[src/rtl/core/vital_sign_frame_receiver_alarm_defines.svh]
// assertion macros for the vital sign frame receiver
`ifndef VITAL_SIGN_FRAME_RECEIVER_ALARM_DEFINES_SVH
`define VITAL_SIGN_FRAME_RECEIVER_ALARM_DEFINES_SVH

`ifndef SYNTHESIS
`define VSFRA_ASSERT(lbl, prop, msg) \
	lbl: assert property (@(posedge clk) disable iff (!arst_n) prop) else $error(msg);
`define VSFRA_ASSERT_NEXT(lbl, ante, cons, msg) \
	lbl: assert property (@(posedge clk) disable iff (!arst_n) (ante) |=> (cons)) \
		else $error(msg);
`else
`define VSFRA_ASSERT(lbl, prop, msg)
`define VSFRA_ASSERT_NEXT(lbl, ante, cons, msg)
`endif

`endif

[src/rtl/core/vsfra_pkg.sv]
// types, constants and helper functions of the vital sign frame receiver
package vsfra_pkg;

	localparam logic [1:0] PH_HUNT = 2'd0;
	localparam logic [1:0] PH_ADDR = 2'd1;
	localparam logic [1:0] PH_DATA = 2'd2;
	localparam logic [1:0] PH_SUM  = 2'd3;

	localparam logic [2:0] REG_SYNC      = 3'd0;
	localparam logic [2:0] REG_HEART_HIGH = 3'd1;
	localparam logic [2:0] REG_HEART_LOW  = 3'd2;
	localparam logic [2:0] REG_TEMP_HIGH  = 3'd3;
	localparam logic [2:0] REG_TEMP_LOW   = 3'd4;

	localparam logic [7:0] RST_SYNC       = 8'h37;
	localparam logic [7:0] RST_HEART_HIGH = 8'd110;
	localparam logic [7:0] RST_HEART_LOW  = 8'd60;
	localparam logic [7:0] RST_TEMP_HIGH  = 8'd38;
	localparam logic [7:0] RST_TEMP_LOW   = 8'd36;

	localparam logic [7:0] CODE_HEART = 8'h31;
	localparam logic [7:0] CODE_TEMP  = 8'h54;
	localparam logic [7:0] CODE_RIGHT = 8'h42;
	localparam logic [7:0] CODE_LEFT  = 8'h62;

	localparam logic [1:0] SENSOR_HEART = 2'd0;
	localparam logic [1:0] SENSOR_TEMP  = 2'd1;
	localparam logic [1:0] SENSOR_RIGHT = 2'd2;
	localparam logic [1:0] SENSOR_LEFT  = 2'd3;

	localparam logic [7:0] ALARM_PREAMBLE = 8'h40;
	localparam logic [7:0] ALARM_MARK     = 8'h21;
	localparam logic [5:0] ASCII_ZERO     = 6'd48;

	// position of a result within the output burst of one frame
	localparam logic [2:0] SLOT_READING = 3'd0;
	localparam logic [2:0] SLOT_MARK    = 3'd4;
	localparam logic [2:0] SLOT_ADDR    = 3'd5;
	localparam logic [2:0] SLOT_DATA    = 3'd6;
	localparam logic [2:0] SLOT_SUM     = 3'd7;

	typedef struct packed {
		logic       known;
		logic [1:0] id;
	} sensor_code_t;

	typedef struct packed {
		logic [1:0] hundreds;
		logic [3:0] tens;
		logic [3:0] ones;
	} digits_t;

	function automatic sensor_code_t sensor_lookup(input logic [7:0] code);
		sensor_code_t r;
		r.known = 1'b1;
		r.id    = SENSOR_HEART;
		case (code)
			CODE_HEART: r.id = SENSOR_HEART;
			CODE_TEMP:  r.id = SENSOR_TEMP;
			CODE_RIGHT: r.id = SENSOR_RIGHT;
			CODE_LEFT:  r.id = SENSOR_LEFT;
			default:    r.known = 1'b0;
		endcase
		return r;
	endfunction

	// decimal split of a byte: hundreds by compare, tens by reciprocal multiply
	function automatic digits_t split_digits(input logic [7:0] v);
		digits_t     d;
		logic [7:0]  rem8;
		logic [6:0]  rem;
		logic [14:0] prod;
		logic [6:0]  tens10;
		if (v >= 8'd200) begin
			d.hundreds = 2'd2;
			rem8       = v - 8'd200;
		end else if (v >= 8'd100) begin
			d.hundreds = 2'd1;
			rem8       = v - 8'd100;
		end else begin
			d.hundreds = 2'd0;
			rem8       = v;
		end
		rem    = rem8[6:0];
		prod   = 15'(rem) * 15'd205;
		d.tens = prod[14:11];
		tens10 = 7'(d.tens) * 7'd10;
		d.ones = 4'(rem - tens10);
		return d;
	endfunction

endpackage

[src/rtl/core/vital_sign_frame_receiver_alarm.sv]
// Vital sign frame receiver: parses sync/address/data/checksum frames from a
// byte stream and emits a reading and, out of limits, a seven-byte alarm frame.
// One received byte is taken per cycle while in_ready is high. A byte that
// completes a valid frame loads the result register; its results follow from
// the next cycle on, one per cycle when out_ready is high: one reading, or a
// reading and seven alarm bytes if heart rate or temperature is out of limits.
// Address and data bytes of the next frame are taken while the results drain;
// the next checksum byte waits until the last result of the current frame is
// taken. Configuration writes are taken in every cycle.
`include "vital_sign_frame_receiver_alarm_defines.svh"

module vital_sign_frame_receiver_alarm (
	input  logic       clk,
	input  logic       arst_n,
	input  logic       cfg_valid,
	output logic       cfg_ready,
	input  logic [2:0] cfg_index,
	input  logic [7:0] cfg_data,
	input  logic       in_valid,
	output logic       in_ready,
	input  logic [7:0] rx_byte,
	output logic       out_valid,
	input  logic       out_ready,
	output logic       kind,
	output logic [1:0] sensor,
	output logic [7:0] value,
	output logic [5:0] digit_hundreds,
	output logic [5:0] digit_tens,
	output logic [5:0] digit_ones,
	output logic [7:0] tx_byte,
	output logic       last
);

	logic [7:0] sync_q, heart_high_q, heart_low_q, temp_high_q, temp_low_q;
	logic [1:0] phase_q;
	logic [7:0] addr_q, data_q;
	logic [1:0] addr_sensor_q;

	logic       pend_q, alarm_q;
	logic [2:0] idx_q;
	logic [1:0] res_sensor_q;
	logic [7:0] res_addr_q, res_data_q, res_sum_q;
	vsfra_pkg::digits_t res_digits_q;

	logic in_fire, out_fire, out_done, load;
	logic [7:0] sum;
	logic alarm_now;
	vsfra_pkg::sensor_code_t code;

	assign cfg_ready = 1'b1;

	always_ff @(posedge clk or negedge arst_n) begin
		if (!arst_n) begin
			sync_q       <= vsfra_pkg::RST_SYNC;
			heart_high_q <= vsfra_pkg::RST_HEART_HIGH;
			heart_low_q  <= vsfra_pkg::RST_HEART_LOW;
			temp_high_q  <= vsfra_pkg::RST_TEMP_HIGH;
			temp_low_q   <= vsfra_pkg::RST_TEMP_LOW;
		end else if (cfg_valid) begin
			case (cfg_index)
				vsfra_pkg::REG_SYNC:       sync_q       <= cfg_data;
				vsfra_pkg::REG_HEART_HIGH: heart_high_q <= cfg_data;
				vsfra_pkg::REG_HEART_LOW:  heart_low_q  <= cfg_data;
				vsfra_pkg::REG_TEMP_HIGH:  temp_high_q  <= cfg_data;
				vsfra_pkg::REG_TEMP_LOW:   temp_low_q   <= cfg_data;
				default: ;
			endcase
		end
	end

	// input side
	assign out_fire = out_valid && out_ready;
	assign out_done = out_fire && last;
	assign in_ready = !pend_q || (phase_q != vsfra_pkg::PH_SUM) || out_done;
	assign in_fire  = in_valid && in_ready;

	assign code = vsfra_pkg::sensor_lookup(rx_byte);
	assign sum  = 8'(addr_q + data_q);
	assign load = in_fire && (phase_q == vsfra_pkg::PH_SUM) && (sum == rx_byte);

	always_comb begin
		alarm_now = 1'b0;
		case (addr_sensor_q)
			vsfra_pkg::SENSOR_HEART:
				alarm_now = (data_q > heart_high_q) || (data_q < heart_low_q);
			vsfra_pkg::SENSOR_TEMP:
				alarm_now = (data_q > temp_high_q) || (data_q < temp_low_q);
			default: alarm_now = 1'b0;
		endcase
	end

	always_ff @(posedge clk or negedge arst_n) begin
		if (!arst_n) begin
			phase_q <= vsfra_pkg::PH_HUNT;
		end else if (in_fire) begin
			case (phase_q)
				vsfra_pkg::PH_HUNT:
					if (rx_byte == sync_q) phase_q <= vsfra_pkg::PH_ADDR;
				vsfra_pkg::PH_ADDR:
					phase_q <= code.known ? vsfra_pkg::PH_DATA : vsfra_pkg::PH_HUNT;
				vsfra_pkg::PH_DATA:
					phase_q <= vsfra_pkg::PH_SUM;
				default:
					phase_q <= vsfra_pkg::PH_HUNT;
			endcase
		end
	end

	always_ff @(posedge clk) begin
		if (in_fire && phase_q == vsfra_pkg::PH_ADDR && code.known) begin
			addr_q        <= rx_byte;
			addr_sensor_q <= code.id;
		end
		if (in_fire && phase_q == vsfra_pkg::PH_DATA) begin
			data_q <= rx_byte;
		end
	end

	// result register and burst sequencer
	always_ff @(posedge clk or negedge arst_n) begin
		if (!arst_n) begin
			pend_q  <= 1'b0;
			idx_q   <= vsfra_pkg::SLOT_READING;
			alarm_q <= 1'b0;
		end else if (load) begin
			pend_q  <= 1'b1;
			idx_q   <= vsfra_pkg::SLOT_READING;
			alarm_q <= alarm_now;
		end else if (out_done) begin
			pend_q <= 1'b0;
		end else if (out_fire) begin
			idx_q <= idx_q + 3'd1;
		end
	end

	always_ff @(posedge clk) begin
		if (load) begin
			res_sensor_q <= addr_sensor_q;
			res_addr_q   <= addr_q;
			res_data_q   <= data_q;
			res_sum_q    <= rx_byte;
			res_digits_q <= vsfra_pkg::split_digits(data_q);
		end
	end

	assign out_valid      = pend_q;
	assign kind           = (idx_q != vsfra_pkg::SLOT_READING);
	assign sensor         = res_sensor_q;
	assign value          = res_data_q;
	assign digit_hundreds = vsfra_pkg::ASCII_ZERO + 6'(res_digits_q.hundreds);
	assign digit_tens     = vsfra_pkg::ASCII_ZERO + 6'(res_digits_q.tens);
	assign digit_ones     = vsfra_pkg::ASCII_ZERO + 6'(res_digits_q.ones);
	assign last           = alarm_q ? (idx_q == vsfra_pkg::SLOT_SUM) : 1'b1;

	always_comb begin
		case (idx_q)
			vsfra_pkg::SLOT_READING: tx_byte = 8'd0;
			vsfra_pkg::SLOT_MARK:    tx_byte = vsfra_pkg::ALARM_MARK;
			vsfra_pkg::SLOT_ADDR:    tx_byte = res_addr_q;
			vsfra_pkg::SLOT_DATA:    tx_byte = res_data_q;
			vsfra_pkg::SLOT_SUM:     tx_byte = res_sum_q;
			default:                 tx_byte = vsfra_pkg::ALARM_PREAMBLE;
		endcase
	end

	`VSFRA_ASSERT(a_noalarm_single, (pend_q && !alarm_q) |-> (idx_q == vsfra_pkg::SLOT_READING), "reading without alarm must be a single result")
	`VSFRA_ASSERT(a_kind_alarm, (out_valid && kind) |-> alarm_q, "alarm byte emitted without alarm")
	`VSFRA_ASSERT_NEXT(a_burst_step, out_fire && !last, pend_q && (idx_q == $past(idx_q) + 3'd1), "burst did not advance")
	`VSFRA_ASSERT_NEXT(a_bad_addr, in_fire && (phase_q == vsfra_pkg::PH_ADDR) && !code.known, phase_q == vsfra_pkg::PH_HUNT, "unknown address did not restart hunting")

endmodule

[config.mk]
export PLATFORM = sky130hd
export DESIGN_NAME = vital_sign_frame_receiver_alarm
export DESIGN_NICKNAME = d
export VERILOG_FILES = /design/src/rtl/core/vsfra_pkg.sv /design/src/rtl/core/vital_sign_frame_receiver_alarm.sv
export VERILOG_INCLUDE_DIRS = /design/src /design/src/rtl/core
export SDC_FILE = /design/constraint.sdc
export NUM_CORES = 1
export LEC_CHECK = 0
export BUFFER_PORTS_ARGS = -buffer_cell sky130_fd_sc_hd__buf_4
export CORE_MARGIN = 4
export CORE_UTILIZATION = 40
export CTS_CLUSTER_SIZE = 25
export DETAILED_ROUTE_END_ITERATION = 16
export PLACE_DENSITY = 0.57
export SLEW_MARGIN = 20
export SYNTH_ARGS = -nofsm -noshare
export SYNTH_HDL_FRONTEND = slang
export SYNTH_SLANG_ARGS = --single-unit
[constraint.sdc]
create_clock -name clk -period 15.5 [get_ports clk]
set_input_delay 0.775 -clock clk [delete_from_list [all_inputs] [get_ports clk]]
set_output_delay 0.775 -clock clk [all_outputs]
set_load 0.02 [all_outputs]
==> metrics, run 1 <==
initial antenna violation count=0; WP data required=15590 ps; DRT Pass-1 Iters=4; GRT met2 Usage=25.76%; Peak VDD IR=73.96 uV; register area share after synthesis=44.22%; CTS tree=yes; skew final=8.607 ps; Clock Pin Slew Worst Setup and Hold Paths=70 ps; Ys Warns=0; number of global-route vias before repair=4339; crit path kind=reg2reg; fin. max-slew vios=0; Final min period=6649 ps; GRT Total Usage=16.19%; Worst-Margin Slew=901.2 ps; Syn Inst Count=559; FP Rows=45; Fill cells=1446; hold slack=434.9 ps; Remaining DRCs=0; busiest grt layer=met2; Clock Tree Root=clkbuf_16; Top Ports=65; hold_buf cts=0; fin nets=732; Relative slew margins=39.76%; Tcrit/Tclk final=42.89%; Hold Crit Class=in2async; number of endpoints failing setup at the final stage=0; DR iter-0 viols=228; commonest non-fill, non-tap cell in the layout=ha_1; Startpoint Class=flop; Synth Register Bits=100; RSZ-0062 raised after global routing=no; sequential share of power=49.3%; Antenna Diode Count=0; crit path DAT=6740 ps; share of total power in the clock network=36.8%; grt met3 use=4.116%; share of post-route cells with drive strength above 1=20.06%; I/O Buffers=55; max-cap violations=0; CP cell instances=inv_1 > ha_1 > nor3b_1 > o311a_1 > o21ai_1 > inv_1 > ha_1 > ha_1 > fa_1 > inv_1 > fa_1 > inv_1 > ha_1 > nand4_1 > nor2_1 > o2111a_1 > a31oi_1 > nor2b_1 > o21ai_0 > xnor2_1 > fa_1 > xnor2_1 > xnor3_1; Internal=0.0004909 W; Post-CTS Resized=0; met1 Resource Use GR=21.48%; routed len/inst=16.65 um; post-route ant nets=0; CP endpoint kind=flop; Leak=3.242 nW; Power Density=89.11 mW/mm^2; largest net degree at the start of global routing=48; Psw=0.0001564 W; Area growth syn-to-layout=15.06%; WL final=13.89 mm; clk buf depth=2; Critical-path top delay cell=edfxtp_1; vias per cell=5.035; Unique masters post-synth=65; Comb power frac=13.9%; Post-CTS Setup Bufs=0; worst-path fanout max=11; Critical Path Max Stage Delay=630 ps; most frequent cells in the layout=80 x ha_1, 70 x inv_1, 60 x buf_4; grt ovf=0; status=complete, no violations; async set-reset flop share out of synthesis=47.00%; Die H=133.6 um; starting density of the core=41.22%; Sw Ratio=24.16%; Final HPWL DP=10.69 mm; Via Count=4199; Fin. Hold Viols=0; Top FF cell, synth=edfxtp_1; FF+latch area=0.002791 sq mm; area of the mapped netlist=0.006312 sq mm; setup TNS=0 ps; Post-synth EDFFs=53; CTS sink count=100; die area=0.01785 sq mm; Placer Congestion=0.8294; total CTS buffers=9; first-pass GRT wire length=22.59 mm; Fmax=150.4 MHz; Syn Area/Cell=11.29 sq um; Die W=133.6 um; core area=0.01531 sq mm; Multi-input gate area=0.003178 sq mm; Clk Latency, worst-skew pair=350 ps; number of H-tree levels=3
-- worst paths after layout --
kind	startpoint	to	slack [ps]	cells past startpoint
min	arst_n	sync_q[6]	430	1
min in group clk	addr_q[0]	res_addr_q[0]	460	0
max reg2reg	data_q[2]	res_digits_q[3]	8850	23
max	data_q[2]	res_digits_q[3]	8850	23
max in group asynchronous	arst_n	heart_low_q[0]	14660	1
min reg2reg	addr_q[0]	res_addr_q[0]	460	0
-- cell usage after synthesis, types with 4 or more instances --
cell type	count	share of area [%]
buf_4	10	1.2
xnor2_1	19	2.6
edfxtp_1	53	25
dfrtp_1	28	11
nand2b_1	6	0.59
inv_1	70	4.2
o21ai_0	39	3.1
xor2_1	14	1.9
and2_1	6	0.59
a222oi_1	5	0.79
a211oi_1	5	0.59
nand2_1	37	2.2
mux2_2	19	3.4
mux2i_1	4	0.63
dfstp_2	19	7.9
a21o_1	7	0.83
nor3_1	6	0.48
and3_1	4	0.40
nor4_1	5	0.50
clkbuf_1	6	0.36
nor3b_1	4	0.48
a21oi_1	15	1.2
nor2_1	19	1.1
ha_1	80	16
nand3_1	6	0.48
fa_1	10	3.2
nor2b_1	5	0.50
a31oi_1	5	0.50
-- routing by layer --
layer	part of all wire (%)	vias up	routed length, um
met5	0	-	0
met4	1.7	0	236
met3	5.3	15	731
met2	47	94	6482
met1	46	2001	6438
li1	-	2089	-
-- critical path: cells and delay by family (launching register included) --
family          cells  cell delay [ps]
simple gates        4              590
xor+xnor            3              570
flops               1              630
compound gates      5             1540
fa+ha+maj           7             2600
buf+inv             4              420
-- power by group through the flow --
stage	clock network, W	registers, W	logic [W]
3_5_place_dp	0	0.000325	0.0000901
4_1_cts	0.000246	0.000319	0.0000910
6_report	0.000238	0.000319	0.0000897
5_1_grt	0.000255	0.000321	0.000105
3_3_place_gp	0	0.000324	0.0000873
2_1_floorplan	0	0.000321	0.0000638
-- sequential cells by signal, summed over array words and instances, names as in the netlist --
signal         count
res_digits_q       9
addr_q             8
data_q             8
heart_high_q       8
heart_low_q        8
res_addr_q         8
res_sum_q          8
sync_q             8
temp_high_q        8
temp_low_q         8
value              8
idx_q              3
addr_sensor_q      2
phase_q            2
sensor             2
alarm_q            1
out_valid          1
-- cell families (layout without fill, tap and decap cells) --
| logic type | Yosys count | after routing | synth area share, % |
|---|---|---|---|
| compound gates | 103 | 103 | 11.04 |
| xor+xnor | 36 | 36 | 5.629 |
| fa+ha+maj | 90 | 90 | 19.03 |
| buf+inv | 89 | 146 | 6.045 |
| flops | 100 | 100 | 44.22 |
| mux | 23 | 23 | 4.024 |
| other cells | 2 | 9 | 0.1190 |
| simple gates | 116 | 116 | 9.891 |
-- per-stage QoR --
step	util (%)	setup WS, ps	power [W]	area, sq um	instances
3_3_place_gp	45.36	9100	0.0004110	6947	818
6_report	47.43	8851	0.0006473	7263	834
3_5_place_dp	45.36	8812	0.0004148	6947	818
2_1_floorplan	-	9571	0.0003850	6339	566
4_1_cts	47.43	8807	0.0006564	7263	834
5_1_grt	47.43	8235	0.0006810	7263	834
-- final cells by class --
class / instances / area share, %
Clock buffer: 9 / 3.101
Clock inverter: 7 / 1.258
Inverter: 70 / 3.618
Multi-Input combinational cell: 377 / 43.76
Sequential cell: 100 / 38.43
Tap cell: 211 / 3.635
Timing Repair Buffer: 60 / 6.202
Power figures use the tool's default switching activity.
==> run 2: changes to the inputs <==
--- a/config.mk
+++ b/config.mk
@@ -6,12 +6,13 @@
 export SDC_FILE = /design/constraint.sdc
 export NUM_CORES = 1
 export LEC_CHECK = 0
+export ABC_AREA = 1
 export BUFFER_PORTS_ARGS = -buffer_cell sky130_fd_sc_hd__buf_4
 export CORE_MARGIN = 4
 export CORE_UTILIZATION = 40
 export CTS_CLUSTER_SIZE = 25
 export DETAILED_ROUTE_END_ITERATION = 16
-export PLACE_DENSITY = 0.57
+export PLACE_DENSITY = 0.59
 export SLEW_MARGIN = 20
 export SYNTH_ARGS = -nofsm -noshare
 export SYNTH_HDL_FRONTEND = slang
==> constraint.sdc (replaced) <==
create_clock -name clk -period 6 [get_ports clk]
set_input_delay 0.3 -clock clk [delete_from_list [all_inputs] [get_ports clk]]
set_output_delay 0.3 -clock clk [all_outputs]
set_load 0.02 [all_outputs]
==> run 2 against run 1 <==
  * Total power rose to 4.4 times the previous value
  * Hold slack worse by 250 ps
  * Final cell count increased by 23%
  * Area after synthesis rose by 4.8%
  * Global-route usage rose by 0.29 points
  * Die area rose by 4.5%
  * Clock skew is 1.5 ps higher
  * Design area is 5.0% higher
  * Clock power rose to 2.6 times the previous value
  * Largest cell class unchanged
  * Highest routed layer unchanged
==> metrics, run 2 <==
CTS sink count=100 (unchanged); Multi-input gate area=0.003302 sq mm (+3.9%); Tcrit/Tclk final=91.96% (+49 points); most numerous cell in the Yosys netlist=nand2_1; register area share after synthesis=42.18% (-2.0 points); Fin. Hold Viols=0 (unchanged); I/O Buffers=55 (unchanged); initial antenna violation count=0 (unchanged); Syn Inst Count=740 (+32%); Final HPWL DP=11.62 mm (+8.7%); Remaining DRCs=0 (unchanged); Fmax=181.2 MHz (+20%); delay-heaviest family, CP=adder cells; clk buf depth=2 (unchanged); number of endpoints failing setup at the final stage=0 (unchanged); CP dominant cell by count=nand2_1; Die W=136.6 um (+2.2%); worst r2r path cells=34 (+48%); Startpoint Class=flop; reg2reg setup slack=480 ps (-8370 ps); total CTS buffers=9 (unchanged); Largest register FFs=9 (unchanged); Post-synth EDFFs=53 (unchanged); worst r2r dst=res_digits_q[3]; DRT Pass-1 Iters=5 (+1); Ys Warns=0 (unchanged); area of the mapped netlist=0.006618 sq mm (+4.8%); status=complete, no violations; post-route ant nets=0 (unchanged); Power Density=375.7 mW/mm^2 (+320%); Top FF cell, synth=edfxtp_1; setup TNS=0 ps (unchanged); post-route setup slack=482.4 ps (-8369 ps); Fill cells=1516 (+4.8%); Area growth syn-to-layout=15.24%; vias per cell=4.872 (-3.2%); Leak=3.689 nW (+14%); Antenna Diode Count=0 (unchanged); Die H=136.6 um (+2.2%); CP endpoint kind=flop; Clk Latency, worst-skew pair=360 ps (about the same); die area=0.01867 sq mm (+4.5%); Worst-Margin Slew=736.4 ps (-164.8 ps); dominant cells by area after synthesis=edfxtp_1 24%, ha_1 15%, dfrtp_1 11%, nand2_1 9.5%, dfstp_2 7.5%; Final min period=5518 ps (-1131 ps); DR iter-0 viols=262 (+15%); Critical Path Max Stage Delay=600 ps (-30 ps); max-cap violations=0 (unchanged); Layout Utilization=47.49% (+0.065 points); number of H-tree levels=3 (unchanged); Peak VDD IR=196.5 uV (+170%); WL final=14.73 mm (+6.0%); largest net degree at the start of global routing=48 (unchanged); buffers and inverters on the worst path=6 (+2); FF+latch area=0.002791 sq mm (unchanged); CTS tree=yes; RR Startpoint=data_q[7]; number of global-route vias before repair=4864 (+12%); Critical-path top delay cell=edfxtp_1; Hold Path Sink=data_q[1]; commonest non-fill, non-tap cell in the layout=nand2_1; first-pass GRT wire length=24.03 mm (+6.4%); Clock Pin Slew Worst Setup and Hold Paths=70 ps (about the same); Hold Crit Class=in2reg; Top Ports=65 (unchanged); most frequent cells in the layout=167 x nand2_1, 115 x inv_1, 80 x ha_1; skew final=10.06 ps (+1.455 ps); Synth Register Bits=100 (unchanged); GRT Total Usage=16.48% (+0.29 points); WP data required=6110 ps (-9480 ps); fin. max-slew vios=0 (unchanged); worst hold stages=1; routed len/inst=14.33 um (-14%); core area=0.01606 sq mm (+4.9%); starting density of the core=41.21% (about the same); fin nets=921 (+26%); HP Start=rx_byte[1]; Relative slew margins=50.83% (+11 points); grt ovf=0 (unchanged); crit path kind=reg2reg; Clock Tree Root=clkbuf_16; post-synth top area cell=edfxtp_1; crit path DAT=5630 ps (-1110 ps); async set-reset flop share out of synthesis=47.00% (unchanged); Syn Area/Cell=8.943 sq um (-21%); Post-synth top cells=167 x nand2_1, 116 x inv_1, 80 x ha_1, 56 x o21ai_0, 53 x edfxtp_1; CP Depth=34 (+48%); FP Rows=46 (+2.2%); Unique masters post-synth=45 (-31%); largest reg by FF count=res_digits_q; Placer Congestion=0.8419 (+1.5%); share of Yosys cell area claimed by the top area cell type=24.05% (-1.2 points); worst-path fanout max=9 (-2); share of post-route cells with drive strength above 1=15.64% (-4.4 points); pre-CTS setup slack=345.0 ps (-8467 ps); Via Count=5008 (+19%)
## run 2: cell families (layout without fill, tap and decap cells)
group	Yosys count	count (layout)	synth area share, %
compound gates	105	105	8.773
xor+xnor	22	22	3.328
fa+ha+maj	90	90	18.15
buf+inv	136	201	8.395
flops	100	100	42.18
other cells	2	9	0.1135
simple gates	285	285	19.06
## run 2: how the worst max path moves through the flow
stage                   start               to
CTS                 data_q[3]  res_digits_q[3]
finish              data_q[7]  res_digits_q[3]
floorplan           data_q[3]  res_digits_q[3]
global route        data_q[7]  res_digits_q[3]
detailed placement  data_q[3]  res_digits_q[3]
global placement    data_q[2]  res_digits_q[3]
## run 2: what timing repair did
item | 4_1_cts | 5_1_grt
buffers inserted | 0 | 8
hold buffers | 1 | 0
hold endpoints to repair | 28 | 0
resized for setup | 0 | 1
setup endpoints to repair | 0 | 1
## run 2: worst reg2reg max path, delay by kind of cell, from the launching register on
kind	cells	cell delay, ps
AND/OR/NAND/NOR	20	1700
buffers and inverters	6	420
flip-flops	1	600
adder cells (fa/ha/maj)	7	2420
XOR/XNOR	1	140
## run 2: per-stage QoR
stage	std cells	hold WS (ps)	power, W	cell area (sq um)
floorplan	747	4.409	0.001930	6644
global placement	1003	349.4	0.002220	7236
detailed placement	1003	351.2	0.002255	7236
CTS	1020	180.7	0.002888	7561
global route	1028	178.6	0.003141	7626
finish	1028	188.0	0.002865	7626
## run 2: per-layer routing
layer	global-route usage, %	share of wire [%]	up-vias
met3	3.419	4.2	15
met4	4.703	1.2	0
met1	21.97	47	2335
li1	-	-	2562
met2	27.19	47	96
met5	0	0	-
## run 2: power by group
group | total (W) | switching [W] | internal [W]
logic | 0.00135 | 0.000824 | 0.000527
registers | 0.000893 | 0.0000483 | 0.000845
clock network | 0.000620 | 0.000257 | 0.000364
## run 2: area by class of cell
type                    instances  area share, %
clock buffers                   9          2.953
flip-flops and latches        100          36.60
well taps                     216          3.544
clock inverters                 7          1.181
multi-input cells             511          43.30
inverters                     119          5.890
repair buffers                 66          6.530
==> run 3: changes to the inputs <==
--- a/config.mk
+++ b/config.mk
@@ -8,11 +8,13 @@
 export LEC_CHECK = 0
 export ABC_AREA = 1
 export BUFFER_PORTS_ARGS = -buffer_cell sky130_fd_sc_hd__buf_4
+export CELL_PAD_IN_SITES_DETAIL_PLACEMENT = 1
+export CELL_PAD_IN_SITES_GLOBAL_PLACEMENT = 1
 export CORE_MARGIN = 4
 export CORE_UTILIZATION = 40
 export CTS_CLUSTER_SIZE = 25
 export DETAILED_ROUTE_END_ITERATION = 16
-export PLACE_DENSITY = 0.59
+export PLACE_DENSITY = 0.71
 export SLEW_MARGIN = 20
 export SYNTH_ARGS = -nofsm -noshare
 export SYNTH_HDL_FRONTEND = slang
==> constraint.sdc (replaced) <==
create_clock -name clk -period 6.7 [get_ports clk]
set_input_delay 0.335 -clock clk [delete_from_list [all_inputs] [get_ports clk]]
set_output_delay 0.335 -clock clk [all_outputs]
set_load 0.02 [all_outputs]
==> run 3 against run 2 <==
  * Maximum frequency is 3.6% lower
  * Combinational power is 8% lower
  * Sequential cell count unchanged
  * The flow now finishes with violations (hold timing)
  * Global-route usage is 3.0 points higher
  * Hold slack got worse by 190 ps
  * Highest routed layer unchanged
  * Critical path depth decreased by 3
  * Routed wire length grew 17%
  * First-iteration DRC count down 13%
  * Critical endpoint unchanged
  * Sequential share of layout area rose by 0.25 points
  * Clock skew is 1.0 ps lower
  * Count of clock-buffer cells in the layout stayed put
  * Clock power decreased by 3.4%
==> metrics, run 3 (synthesized netlist as in run 2, its figures left out) <==
CP endpoint kind=flop; WL final=17.20 mm (+17%); Via Count=5100 (+1.8%); Critical Path Max Stage Delay=550 ps (-50 ps); routed len/inst=16.89 um (+18%); reg2reg setup slack=980 ps (+490 ps); core area=0.01606 sq mm (unchanged); RR Startpoint=data_q[3]; Hold Crit Class=in2async; Final min period=5724 ps (+206.1 ps); Worst-Margin Slew=794.8 ps (+58.41 ps); non-filler cells, final=1018 (-0.97%); pre-CTS setup slack=917.5 ps (+572.4 ps); fin. max-slew vios=0 (unchanged); Placer Congestion=0.9171 (+8.9%); Peak VDD IR=160.9 uV (-18%); Die W=136.6 um (unchanged); Leak=3.652 nW (-0.99%); worst setup path start=data_q[3]; Fmax=174.7 MHz (-3.6%); die area=0.01867 sq mm (unchanged); number of H-tree levels=3 (unchanged); Remaining DRCs=0 (unchanged); DR iter-0 viols=228 (-13%); Area growth syn-to-layout=14.45%; FP Rows=46 (unchanged); worst-path fanout max=8 (-1); number of endpoints failing setup at the final stage=0 (unchanged); crit path kind=reg2reg; initial antenna violation count=0 (unchanged); fin nets=911 (-1.1%); Power Density=349.3 mW/mm^2 (-7.0%); Die H=136.6 um (unchanged); Antenna Diode Count=0 (unchanged); share of post-route cells with drive strength above 1=14.59% (-1.1 points); Fin. Hold Viols=4 (+4); hold slack=-2.492 ps (-190.5 ps); RSZ-0062 raised after global routing=no; post-route ant nets=0 (unchanged); Tcrit/Tclk final=85.43% (-6.5 points); DRT Pass-1 Iters=6 (+1); Critical-path top delay cell=edfxtp_1; setup TNS=0 ps (unchanged); number of global-route vias before repair=5489 (+13%); grt ovf=0 (unchanged); starting density of the core=41.21% (unchanged); commonest non-fill, non-tap cell in the layout=nand2_1; largest reg by FF count=res_digits_q; Placed Instances=1002 (-0.10%); post-route setup slack=976.3 ps (+493.9 ps); violated checks=hold timing; CTS sink count=100 (unchanged); Relative slew margins=46.93% (-3.9 points); clk buf depth=2 (unchanged); Final HPWL DP=13.59 mm (+17%); status=finished, violations left; vias per cell=5.010 (+2.8%); Clock Pin Slew Worst Setup and Hold Paths=70 ps (about the same); cell area after layout=0.007574 sq mm (-0.69%); Post-CTS Setup Bufs=0 (unchanged); largest net degree at the start of global routing=48 (unchanged); Largest register FFs=9 (unchanged); GRT Total Usage=19.45% (+3.0 points); Clock Tree Root=clkbuf_16; first-pass GRT wire length=28.09 mm (+17%); hold_buf cts=0 (-1); WP data required=6810 ps (+700 ps); Top Ports=65 (unchanged); placed cell area=0.007228 sq mm (-0.10%); most frequent cells in the layout=167 x nand2_1, 116 x inv_1, 80 x ha_1; crit path DAT=5840 ps (+210 ps); I/O Buffers=55 (unchanged); max-cap violations=0 (unchanged); Startpoint Class=flop; CTS tree=yes; Post-CTS Resized=0 (unchanged); CP dominant cell by count=nand2_1; total CTS buffers=9 (unchanged); Clk Latency, worst-skew pair=360 ps (about the same); skew final=9.039 ps (-1.023 ps)
==> run 3: cell types whose count changed in the layout (fill, tap and decap cells not counted), sizes merged <==
cell and change:
bufinv +1, dlygate4sd3 -1, buf -9, inv -1
==> run 3: area by class of cell <==
| class | count | area (sq um) |
|---|---|---|
| repair buffers | 56 | 420.4 |
| clock buffers | 9 | 225.2 |
| well taps | 216 | 270.3 |
| fillers | 1871 | 8484 |
| clock inverters | 7 | 115.1 |
| multi-input cells | 511 | 3302 |
| flip-flops and latches | 100 | 2791 |
| inverters | 119 | 449.2 |
==> run 3: final timing paths <==
path                                   end  cells past startpoint
setup / recovery           res_digits_q[3]                     31
max in group asynchronous    temp_low_q[3]                      1
hold / removal                   sync_q[7]                      1
hold reg to reg              res_addr_q[0]                      0
min in group clk                 data_q[0]                      1
setup reg to reg           res_digits_q[3]                     31
==> run 3: critical path: cells and delay by family (launching register included) <==
| kind | cells | cell delay [ps] |
|---|---|---|
| AOI/OAI and AO/OA | 1 | 230 |
| adders and majority gates | 8 | 2670 |
| buffers and inverters | 3 | 380 |
| DFF | 1 | 550 |
| and+or+nand+nor | 19 | 1660 |
==> run 3: where the power goes <==
part           internal, W  switching (W)  total [W]
combinational     0.000471       0.000769    0.00124
sequential        0.000757      0.0000487   0.000806
clock             0.000363       0.000236   0.000599
==> run 3: routing by layer <==
metal / global-route usage (%) / wire length [um]
met5: 0 / 0
met3: 3.015 / 711
met4: 5.375 / 210
met1: 24.49 / 7536
met2: 34.61 / 8737
==> run 3: per-stage QoR <==
stage	total power, W	hold WS (ps)	util [%]
4_1_cts	0.002678	14.95	47.13
3_5_place_dp	0.002066	399.3	45.01
5_1_grt	0.002908	46.33	47.16
6_report	0.002645	-2.492	47.16
2_1_floorplan	0.001729	39.41	-
3_3_place_gp	0.002006	389.8	45.01
